File: src/rtl/mm_pkg.sv
// ----------------------------------------------------------------------------
// mm_pkg: shared types and constants of the matrix multiply engine
// Request and result layouts, action codes, register indexes and the
// control bundle that the sequencer hands to the cell chain.
// ----------------------------------------------------------------------------
package mm_pkg;

	localparam int ELEM_W      = 16;
	localparam int ACC_W       = 35;
	localparam int FIELD_W     = 3;
	localparam int CFG_W       = 4;
	localparam int ACT_W       = 2;
	localparam int APB_AW      = 4;
	localparam int APB_DW      = 32;
	localparam int MAX_DIM_DEF = 8;

	localparam logic [ACT_W-1:0] ACT_WRITE_A = 2'd0;
	localparam logic [ACT_W-1:0] ACT_WRITE_B = 2'd1;
	localparam logic [ACT_W-1:0] ACT_COMPUTE = 2'd2;

	localparam logic [1:0] REG_ROWS  = 2'd0;
	localparam logic [1:0] REG_INNER = 2'd1;
	localparam logic [1:0] REG_COLS  = 2'd2;

	localparam logic [CFG_W-1:0] DIM_RESET = 4'd8;

	typedef struct packed {
		logic [ACT_W-1:0]         action;
		logic [FIELD_W-1:0]       row_index;
		logic [FIELD_W-1:0]       col_index;
		logic signed [ELEM_W-1:0] element_value;
	} req_t;

	typedef struct packed {
		logic signed [ACC_W-1:0] product_value;
		logic [FIELD_W-1:0]      out_row;
		logic [FIELD_W-1:0]      out_col;
		logic                    last_flag;
	} rsp_t;

	typedef struct packed {
		logic                     wr_a;
		logic                     wr_b;
		logic [FIELD_W-1:0]       wr_row;
		logic [FIELD_W-1:0]       wr_col;
		logic signed [ELEM_W-1:0] wr_data;
		logic                     rd_en;
		logic [FIELD_W-1:0]       rd_row;
		logic [FIELD_W-1:0]       rd_k;
		logic                     acc_en;
		logic                     acc_first;
		logic                     shift;
	} ctl_t;

	function automatic logic [CFG_W-1:0] clamp_dim(input logic [CFG_W-1:0] v,
		input logic [CFG_W-1:0] hi);
		logic [CFG_W-1:0] r;
		r = v;
		if (v == '0) r = CFG_W'(1);
		else if (v > hi) r = hi;
		return r;
	endfunction

endpackage

File: src/rtl/mm_cell.sv
// ----------------------------------------------------------------------------
// mm_cell: one column cell of the product chain
// Holds one column of B, multiplies it by the broadcast A element and
// accumulates one result element; shifts its sum to its neighbor on unload.
// ----------------------------------------------------------------------------
module mm_cell #(
	parameter int MAX_DIM = mm_pkg::MAX_DIM_DEF,
	parameter int COL     = 0
) (
	input  logic                             clk,
	input  mm_pkg::ctl_t                     ctl,
	input  logic signed [mm_pkg::ELEM_W-1:0] a_s1,
	input  logic signed [mm_pkg::ACC_W-1:0]  acc_in,
	output logic signed [mm_pkg::ACC_W-1:0]  acc_out
);

	localparam int IDX_W = $clog2(MAX_DIM);

	logic signed [mm_pkg::ELEM_W-1:0]   bank_q [MAX_DIM];
	logic signed [mm_pkg::ELEM_W-1:0]   b_s1;
	logic signed [2*mm_pkg::ELEM_W-1:0] prod_s2;
	logic signed [mm_pkg::ACC_W-1:0]    acc_q;
	logic signed [mm_pkg::ACC_W-1:0]    prod_ext;

	assign prod_ext = mm_pkg::ACC_W'(prod_s2);
	assign acc_out  = acc_q;

	always_ff @(posedge clk) begin
		if (ctl.wr_b && ctl.wr_col == mm_pkg::FIELD_W'(COL)) begin
			bank_q[ctl.wr_row[IDX_W-1:0]] <= ctl.wr_data;
		end
		if (ctl.rd_en) begin
			b_s1 <= bank_q[ctl.rd_k[IDX_W-1:0]];
		end
		prod_s2 <= a_s1 * b_s1;
		if (ctl.shift) begin
			acc_q <= acc_in;
		end else if (ctl.acc_en) begin
			acc_q <= ctl.acc_first ? prod_ext : acc_q + prod_ext;
		end
	end

endmodule

File: config.mk
export PLATFORM = sky130hd
export DESIGN_NAME = mm_cell
export DESIGN_NICKNAME = d
export VERILOG_FILES = /design/src/rtl/mm_pkg.sv /design/src/rtl/mm_cell.sv
export SDC_FILE = /design/constraint.sdc
export NUM_CORES = 1
export LEC_CHECK = 0
export BUFFER_PORTS_ARGS = -buffer_cell sky130_fd_sc_hd__buf_2
export CORE_ASPECT_RATIO = 1.25
export CORE_MARGIN = 2
export CORE_UTILIZATION = 30
export DETAILED_ROUTE_END_ITERATION = 10
export SLEW_MARGIN = 20
export SYNTH_ARGS = -nofsm -noshare
export SYNTH_HDL_FRONTEND = slang
export SYNTH_SLANG_ARGS = --single-unit
File: constraint.sdc
create_clock -name clk -period 16.1 [get_ports clk]
set_clock_uncertainty 0.05 [all_clocks]
set_input_delay 0.805 -clock clk [delete_from_list [all_inputs] [get_ports clk]]
set_output_delay 0.805 -clock clk [all_outputs]
set_load 0.1 [all_outputs]
==> results_dict.tcl <==
set metrics [dict create \
    fmax_ghz 0.144 \
    drv_slew 0 \
    final.setup.worst_slack_ns 9.16 \
    vias 12400 \
    tightest_slew_ns 1.10 \
    synth_seq_cells 211 \
    num_io_pins 121 \
    synth_edf_count 179 \
    clock-sinks 211 \
    antenna_found_initial 6 \
    clock_path_buffers 3 \
    gp_congestion 0.886 \
    drt_iter0_markers 534 \
    stdcell_count 2654 \
    placed_cell_area_um2 20700 \
    initial_core_util_pct 30.4 \
    drive_above_1_share_pct 13.0 \
    dr.pass1.iters 5 \
    synthArstFlopShare_pct 0 \
    yosysWarnings 0 \
    overflow 0 \
    syn2layout_area_growth_pct 11.4 \
    ys_seq_area_share_pct 31.3 \
    post-cts-setup-buffer-count 0 \
    timing.final.crit_period_ns 6.94 \
    relSlewSlack_pct 26.5 \
    avgSynthCellArea_um2 11.3 \
    n_antenna_cell 0 \
    grt_pass1_wl_um 70700 \
    grt_usage_pct 13.3 \
    row_count 103 \
    startpoint_type "register" \
    holdCritPathClass "primary input to register" \
    postCtsHoldBufs 0 \
    ys_types 66 \
    fin_nets 2262 \
    crit_arrival_ns 7.31 \
    grt_max_degree 61 \
    first_global_vias 13700 \
    pre_cts_ws_ns 8.92 \
    synthesis.instances 1706 \
    hpwlAfterDp_um 33800 \
    cts_root_buffer "clkbuf_16" \
    fin_tns_setup_ns 0 \
    synth_ff_type "edfxtp_1" \
    outcome "finished, final reports clean" \
    drc 0 \
    io_buffers 116 \
    clkSlewWorstSetupHoldPaths_ns 0.06 \
    rsz0062_at_grt "false" \
    coreArea_um2 63300 \
    via_per_inst 4.65 \
    maxCapViolations 0 \
    finalHoldViolCount 0 \
    htree_levels 1 \
    fin_crit_sh_pct 43.1 \
    final_antenna_net_count 0 \
    cts_buffers 24 \
    syn-num-nets 2171 \
    cp-end-kind "register" \
    worstSetupPathType "register to register" \
    setup-violations-final 0 \
    die-area_um2 66200 \
    cts_resized 0 \
    cts_tree "built" \
    path_max_fanout 16 \
    required_ns 16.46 \
    netlist_area_um2 19200 \
    dp.cells 2611 \
    wl_per_cell_um 16.3 \
    final_area_um2 21400 \
    chipHeight_um 287 \
    clock_latency_ns 0.54 \
    totalWireLength_um 43200 \
    die_w_um 230 \
]
state kept, by name, summed over array words and instances, names as in the netlist:
| register | flops |
|---|---|
| bank_q | 128 |
| b_s1 | 16 |
| prod_s2 | 32 |
| acc_out | 35 |
layout by cell type, fill, tap and decap left out, drive strengths merged, types with 4 or more instances in the layout:
cell	n
buf	119
nor3	12
inv	323
nor2b	4
ha	116
xnor2	39
xor2	19
and3	7
a221o	4
fa	263
clkinv	11
o21a	28
nand3	12
a211oi	7
nor2	55
o211ai	15
nand2b	15
a21oi	51
mux4	32
o21bai	6
o21ai	40
a31oi	9
dfxtp	32
a21o	23
mux2	22
clkbuf	32
o31ai	10
and2	120
a21boi	4
nand2	167
edfxtp	179
final timing paths:
kind | start | to | slack (ns) | depth (start not counted)
worst min-delay path | ctl[16] | bank_q[1][6]$_DFFE_PP_ | 0.48 | 1
worst max-delay path | b_s1[2]$_DFFE_PP_ | prod_s2[31]$_DFF_P_ | 9.16 | 20
worst min register to register | prod_s2[23]$_DFF_P_ | acc_out[23]$_DFFE_PP_ | 0.54 | 1
worst max register to register | b_s1[2]$_DFFE_PP_ | prod_s2[31]$_DFF_P_ | 9.16 | 20
cells by family after synthesis:
| kind of cell | count (synthesis) | synth area share (%) |
|---|---|---|
| AOI/OAI and AO/OA | 217 | 7.84 |
| xor gates and xnor gates | 58 | 2.64 |
| adders and majority gates | 379 | 34.9 |
| buffers and inverters | 377 | 7.66 |
| DFF | 211 | 31.3 |
| muxes | 57 | 5.19 |
| and+or+nand+nor | 407 | 10.5 |
synth_stat cells, types with 11 or more instances:
master / number / share of area (%)
mux4_2: 32 / 3.7
o21a_1: 28 / 1.1
ha_1: 116 / 7.5
nor2_1: 55 / 1.1
xor2_1: 19 / 0.87
mux2_2: 22 / 1.3
and2_1: 120 / 3.9
nand3_1: 11 / 0.29
edfxtp_1: 179 / 28
xnor2_1: 39 / 1.8
o211ai_1: 15 / 0.59
fa_1: 263 / 27
inv_1: 322 / 6.3
o21ai_0: 33 / 0.86
dfxtp_1: 32 / 3.3
a21o_1: 22 / 0.86
nor3_1: 12 / 0.31
a21oi_1: 50 / 1.3
nand2b_1: 15 / 0.49
clkbuf_1: 44 / 0.86
nand2_1: 167 / 3.3
routing by layer:
| layer | global-route usage, % | wire, µm |
|---|---|---|
| met5 | 0 | 78 |
| met4 | 3.32 | 1050 |
| met3 | 2.22 | 2110 |
| met2 | 25.4 | 22600 |
| met1 | 15.3 | 17400 |
per-stage QoR:
stage	utilization (%)	hold WS (ns)
after floorplan	-	0.471
after global placement	32.7	0.516
after detailed placement	32.7	0.519
after CTS	33.8	0.460
after global routing	33.8	0.471
final	33.8	0.478
worst max-delay path: stages (launching register included):
cell      delay [ns]
edfxtp_1        0.77
nand2_1         0.24
fa_1            0.65
inv_1           0.13
fa_1            0.49
fa_1            0.52
fa_1            0.51
fa_1            0.48
inv_1           0.05
fa_1            0.47
inv_1           0.04
ha_1            0.35
and3_1          0.23
and3_1          0.19
o211ai_1        0.16
a31oi_1         0.19
o31ai_1         0.64
o311a_1         0.30
o21ai_1         0.08
a21oi_1         0.18
xnor2_1         0.09
final cells by class:
type / instances / area [µm²]
multi-input combinational: 1118 / 11800
clock inverter: 11 / 77.6
tap: 840 / 1050
sequential: 211 / 6020
timing repair buffer: 119 / 603
clock buffer: 32 / 651
fill: 6282 / 41900
inverter: 323 / 1210
Power is not shown: default switching activity piles up to over one toggle a cycle in this logic, so the estimate is an artifact.
