[src/rtl/mm_pkg.sv]
// ----------------------------------------------------------------------------
// mm_pkg: shared types and constants of the matrix multiply engine
// Request and result layouts, action codes, register indexes and the
// control bundle that the sequencer hands to the cell chain.
// ----------------------------------------------------------------------------
package mm_pkg;

	localparam int ELEM_W      = 16;
	localparam int ACC_W       = 35;
	localparam int FIELD_W     = 3;
	localparam int CFG_W       = 4;
	localparam int ACT_W       = 2;
	localparam int APB_AW      = 4;
	localparam int APB_DW      = 32;
	localparam int MAX_DIM_DEF = 8;

	localparam logic [ACT_W-1:0] ACT_WRITE_A = 2'd0;
	localparam logic [ACT_W-1:0] ACT_WRITE_B = 2'd1;
	localparam logic [ACT_W-1:0] ACT_COMPUTE = 2'd2;

	localparam logic [1:0] REG_ROWS  = 2'd0;
	localparam logic [1:0] REG_INNER = 2'd1;
	localparam logic [1:0] REG_COLS  = 2'd2;

	localparam logic [CFG_W-1:0] DIM_RESET = 4'd8;

	typedef struct packed {
		logic [ACT_W-1:0]         action;
		logic [FIELD_W-1:0]       row_index;
		logic [FIELD_W-1:0]       col_index;
		logic signed [ELEM_W-1:0] element_value;
	} req_t;

	typedef struct packed {
		logic signed [ACC_W-1:0] product_value;
		logic [FIELD_W-1:0]      out_row;
		logic [FIELD_W-1:0]      out_col;
		logic                    last_flag;
	} rsp_t;

	typedef struct packed {
		logic                     wr_a;
		logic                     wr_b;
		logic [FIELD_W-1:0]       wr_row;
		logic [FIELD_W-1:0]       wr_col;
		logic signed [ELEM_W-1:0] wr_data;
		logic                     rd_en;
		logic [FIELD_W-1:0]       rd_row;
		logic [FIELD_W-1:0]       rd_k;
		logic                     acc_en;
		logic                     acc_first;
		logic                     shift;
	} ctl_t;

	function automatic logic [CFG_W-1:0] clamp_dim(input logic [CFG_W-1:0] v,
		input logic [CFG_W-1:0] hi);
		logic [CFG_W-1:0] r;
		r = v;
		if (v == '0) r = CFG_W'(1);
		else if (v > hi) r = hi;
		return r;
	endfunction

endpackage

[src/rtl/mm_ctrl.sv]
// ----------------------------------------------------------------------------
// mm_ctrl: sequencer of the matrix multiply engine
// Decodes requests, walks rows and the inner dimension, drains the
// multiply pipeline and unloads the cell chain into the result register.
// ----------------------------------------------------------------------------
module mm_ctrl #(
	parameter int MAX_DIM = mm_pkg::MAX_DIM_DEF
) (
	input  logic                            clk,
	input  logic                            arst_n,
	input  logic                            start,
	input  mm_pkg::req_t                    req,
	input  logic [mm_pkg::CFG_W-1:0]        nr,
	input  logic [mm_pkg::CFG_W-1:0]        nk,
	input  logic [mm_pkg::CFG_W-1:0]        nc,
	input  logic signed [mm_pkg::ACC_W-1:0] acc0,
	output logic                            busy,
	output mm_pkg::ctl_t                    ctl,
	output mm_pkg::rsp_t                    result,
	output logic                            result_valid
);

	localparam int IDX_W = $clog2(MAX_DIM);

	typedef enum logic [1:0] {S_IDLE, S_MAC, S_DRAIN, S_UNLOAD} state_t;

	state_t             state_q;
	logic [IDX_W-1:0]   i_q, j_q, k_q;
	logic               drain_q;
	logic               v_s1, first_s1, v_s2, first_s2;
	mm_pkg::rsp_t       result_q;
	logic               result_valid_q;
	logic               accept, in_range, last_row, last_col;

	assign busy     = state_q != S_IDLE;
	assign accept   = start && !busy;
	assign in_range = mm_pkg::CFG_W'(req.row_index) < mm_pkg::CFG_W'(MAX_DIM)
		&& mm_pkg::CFG_W'(req.col_index) < mm_pkg::CFG_W'(MAX_DIM);
	assign last_row = mm_pkg::CFG_W'(i_q) == nr - mm_pkg::CFG_W'(1);
	assign last_col = mm_pkg::CFG_W'(j_q) == nc - mm_pkg::CFG_W'(1);

	always_comb begin
		ctl.wr_a      = accept && in_range && req.action == mm_pkg::ACT_WRITE_A;
		ctl.wr_b      = accept && in_range && req.action == mm_pkg::ACT_WRITE_B;
		ctl.wr_row    = req.row_index;
		ctl.wr_col    = req.col_index;
		ctl.wr_data   = req.element_value;
		ctl.rd_en     = state_q == S_MAC;
		ctl.rd_row    = mm_pkg::FIELD_W'(i_q);
		ctl.rd_k      = mm_pkg::FIELD_W'(k_q);
		ctl.acc_en    = v_s2;
		ctl.acc_first = first_s2;
		ctl.shift     = state_q == S_UNLOAD;
	end

	assign result       = result_q;
	assign result_valid = result_valid_q;

	always_ff @(posedge clk or negedge arst_n) begin
		if (!arst_n) begin
			state_q        <= S_IDLE;
			i_q            <= '0;
			j_q            <= '0;
			k_q            <= '0;
			drain_q        <= 1'b0;
			v_s1           <= 1'b0;
			first_s1       <= 1'b0;
			v_s2           <= 1'b0;
			first_s2       <= 1'b0;
			result_q       <= '0;
			result_valid_q <= 1'b0;
		end else begin
			result_valid_q <= 1'b0;
			v_s1           <= state_q == S_MAC;
			first_s1       <= k_q == '0;
			v_s2           <= v_s1;
			first_s2       <= first_s1;
			case (state_q)
				S_IDLE: begin
					if (accept && req.action == mm_pkg::ACT_COMPUTE) begin
						state_q <= S_MAC;
						i_q     <= '0;
						k_q     <= '0;
					end
				end
				S_MAC: begin
					if (mm_pkg::CFG_W'(k_q) == nk - mm_pkg::CFG_W'(1)) begin
						state_q <= S_DRAIN;
						drain_q <= 1'b0;
					end else begin
						k_q <= k_q + IDX_W'(1);
					end
				end
				S_DRAIN: begin
					if (drain_q) begin
						state_q <= S_UNLOAD;
						j_q     <= '0;
					end else begin
						drain_q <= 1'b1;
					end
				end
				S_UNLOAD: begin
					result_valid_q         <= 1'b1;
					result_q.product_value <= acc0;
					result_q.out_row       <= mm_pkg::FIELD_W'(i_q);
					result_q.out_col       <= mm_pkg::FIELD_W'(j_q);
					result_q.last_flag     <= last_row && last_col;
					if (last_col) begin
						if (last_row) begin
							state_q <= S_IDLE;
						end else begin
							state_q <= S_MAC;
							i_q     <= i_q + IDX_W'(1);
							k_q     <= '0;
						end
					end else begin
						j_q <= j_q + IDX_W'(1);
					end
				end
				default: begin
					state_q <= S_IDLE;
				end
			endcase
		end
	end

endmodule

[config.mk]
export PLATFORM = sky130hd
export DESIGN_NAME = mm_ctrl
export DESIGN_NICKNAME = d
export VERILOG_FILES = /design/src/rtl/mm_pkg.sv /design/src/rtl/mm_ctrl.sv
export SDC_FILE = /design/constraint.sdc
export NUM_CORES = 1
export LEC_CHECK = 0
export BUFFER_PORTS_ARGS = -buffer_cell sky130_fd_sc_hd__buf_2
export CORE_MARGIN = 1
export CORE_UTILIZATION = 45
export DETAILED_ROUTE_END_ITERATION = 16
export GPL_TIMING_DRIVEN = 1
export PLACE_DENSITY = 0.81
export RECOVER_POWER = 50
export SYNTH_ARGS = -nofsm -noshare
export SYNTH_HDL_FRONTEND = slang
export SYNTH_SLANG_ARGS = --single-unit
[constraint.sdc]
create_clock -name clk -period 2.1 [get_ports clk]
set_input_delay 0 -clock clk [delete_from_list [all_inputs] [get_ports clk]]
set_output_delay 0 -clock clk [all_outputs]
set_load 0.005 [all_outputs]
==> metrics <==
status complete, but fails checks; failing checks max-capacitance violations, max-slew violations; R2R cell count 7; wire per inst 14.4 um; max-cap viol count 1; Clock Latency Late Sink 0.34 ns; CP top delay family compound AO/OA/AOI/OAI gates; number of top-level pins 152; Layout area overhead 36.3%; most frequent cells after synthesis 59 x dfrtp_1, 43 x mux2_2, 24 x buf_4; Syn. warnings 0; vias in the first global route between 2,000 and 2,500; ys flop type dfrtp_1; CP startpoint state_q[1]; FP Rows 29; kind of critical path flop to flop; largest family of logic cells by synthesized area multiplexers; First-pass DRT Iterations 4; Placer Congestion 0.766; Critical Path Max Stage Delay 0.42 ns; fin util ~63%; Final Hold Fails 0; proportion of layout cells with a drive suffix above 1 a little under half; remaining antenna violation count after routing 0; Cell Pwr Density roughly 1400 nW/um^2; area share of the largest cell type after synthesis approximately 50%; drt total wl between 6000 and 7000 um; cells along the critical path buf_4 -> ha_1 -> nor2b_1 -> or2_1 -> a221o_1 -> a2111oi_4 -> a21oi_2; Stages on worst setup path 7; hold path depth 0; drt via density about 5.0; register bit total from synthesis 59; first-pass GRT wire length about 11,000 um; Post-synth EDFFs 0; DP HPWL between 4000 and 5000 um; # setup viols final 0; top-count cell post-synth dfrtp_1; worst-margin pin slew approximately 1.6 ns; post-route setup TNS 0 ns; class of the worst hold path primary input to output pin; Nets 458; Slowest cell on crit path dfrtp_1; antenna violations before repair 0; # diodes 0; worst path required time about 2.3 ns; largest net degree at the start of global routing 41; unrepaired setup endpoints after global routing false; Synth area leaders dfrtp_1 50%, mux2_2 16%, buf_4 6.1%; FF-to-FF End state_q[0]; mux cell area share after synthesis about 17%; total grt overflow 0; crit start category flop; Cell Area, Synth approximately 3000 um^2; simple-gate share of the synthesized area under 10%; crit path max fanout 5; post-route insts no fill between 400 and 500; CP Buf/Inv Count 1; post-synthesis xor/xnor area fraction around 3.0%; minimum clock period roughly 2 ns; Power, Total around 5.5 mW; Placed Cells incl. Taps 400; deepest clock path buffer count 2; Die ar. a little under 7000 um^2; Syn Nets between 300 and 400; Critical Path Sink Type flop; overall global routing resource usage 20.1%; port bufs 107; Root Driver clkbuf_8; setup slack, reg-to-reg ~0.10 ns; f_max around 0.50 GHz; reg2reg start state_q[1]; routed vias between 2,000 and 2,500; asr flop ratio synth 100%; DRT iter0 DRCs slightly below 60; Max Clock Skew approximately 0.0076 ns; chip width slightly above 80 um; count of cell types in the netlist between 40 and 50; Residual DRC 0; Worst slew margin -6.35%; Initial Util between 40 and 50%; Tcrit/Tclk final 95.1%; count of pins over their slew limit 27; Worst Path Arrival ~2.2 ns; leading area contributor after synthesis dfrtp_1; clk slew on worst S/H paths roughly 0.07 ns; maximum vdd drop roughly 0.72 mV; worst setup path end state_q[0]; worst hold slack ~0.0000020 ns; TritonCTS clock tree yes; TritonCTS Buffers 9; Syn Inst Count ~240; Compound-Gate Fraction of Synth Area slightly below 9%; Sink Count 59; sequential area share after synthesis between 50% and 60%; Leak 1.92 nW; CTS H-tree depth 3; Core Footprint approximately 6300 um^2; syn avg cell area between 10 and 15 um^2; Synth Area in Adders around 5.1%; Die Ht 83.0 um
cell families after synthesis:
kind of cell    after synthesis
fa+ha+maj                    12
compound gates               30
simple gates                 37
buf+inv                      44
xor+xnor                     10
mux                          44
flops                        59
sequential cells by signal (all words and copies together) (netlist names), 2 cells and up:
name / count
i_q: 3
result: 42
j_q: 3
k_q: 3
state_q: 2
placed cells by master, fill, tap and decap left out, types with 2 or more instances in the layout:
| cell | count |
|---|---|
| a211o_1 | 2 |
| a21oi_1 | 3 |
| a22o_1 | 5 |
| a31oi_1 | 2 |
| buf_2 | 88 |
| buf_4 | 9 |
| clkbuf_1 | 19 |
| clkbuf_8 | 10 |
| clkinv_2 | 2 |
| clkinvlp_4 | 2 |
| dfrtp_1 | 59 |
| dlygate4sd3_1 | 37 |
| ha_1 | 10 |
| ha_2 | 2 |
| inv_1 | 14 |
| mux2_2 | 43 |
| nand2_1 | 9 |
| nand3_1 | 2 |
| nor2_1 | 4 |
| nor2b_1 | 2 |
| nor3_1 | 4 |
| nor3_2 | 2 |
| nor3b_1 | 2 |
| nor4b_1 | 2 |
| o21ai_0 | 3 |
| o21bai_1 | 2 |
| xnor2_1 | 7 |
| xor2_1 | 3 |
metal layers:
layer | GRT usage (%) | share of wire, % | vias up
li1 | - | - | 1079
met1 | 22.0 | 41 | 1069
met2 | 35.6 | 50 | 77
met3 | 6.16 | 5.8 | 24
met4 | 9.09 | 2.7 | 0
met5 | 0 | 0 | -
cell type report:
cell class | count | area [um^2]
timing repair buffer | 154 | 970
tap | 77 | 96.3
clock inverter | 6 | 63.8
multi-input combinational | 133 | 1220
inverter | 15 | 56.3
fill | 508 | 2330
clock buffer | 10 | 138
sequential | 59 | 1480
worst min path at each step:
stage               slack, ns  endpoint    from
floorplan               -0.30   drain_q  arst_n
global placement      0.00003   ctl[19]  req[9]
detailed placement    0.00003   ctl[19]  req[9]
CTS                   0.00003   ctl[19]  req[9]
global route         0.000008   ctl[14]  req[4]
finish               0.000002   ctl[14]  req[4]
stage by stage:
stage          setup WS, ns  instance area (um^2)
2_1_floorplan         0.150                  2950
3_3_place_gp          0.199                  3460
4_1_cts              0.0794                  4040
5_1_grt              0.0334                  4020
3_5_place_dp          0.106                  3460
6_report              0.104                  4020
what timing repair did:
| item | CTS | global route |
|---|---|---|
| hold endpoints to repair | 62 | 0 |
| setup endpoints to repair | 0 | 3 |
| buffers inserted | 0 | 1 |
| hold buffers | 37 | 0 |
| gates resized for setup | 0 | 2 |
power by group:
| part | leakage (nW) | switching (mW) | internal (mW) | total (mW) |
|---|---|---|---|---|
| sequential | 0.712 | 0.318 | 1.69 | 2.01 |
| clock | 0.0987 | 0.462 | 0.579 | 1.04 |
| combinational | 1.10 | 1.13 | 1.37 | 2.50 |
| total | 1.92 | 1.91 | 3.64 | 5.55 |
Power figures use the tool's default switching activity.
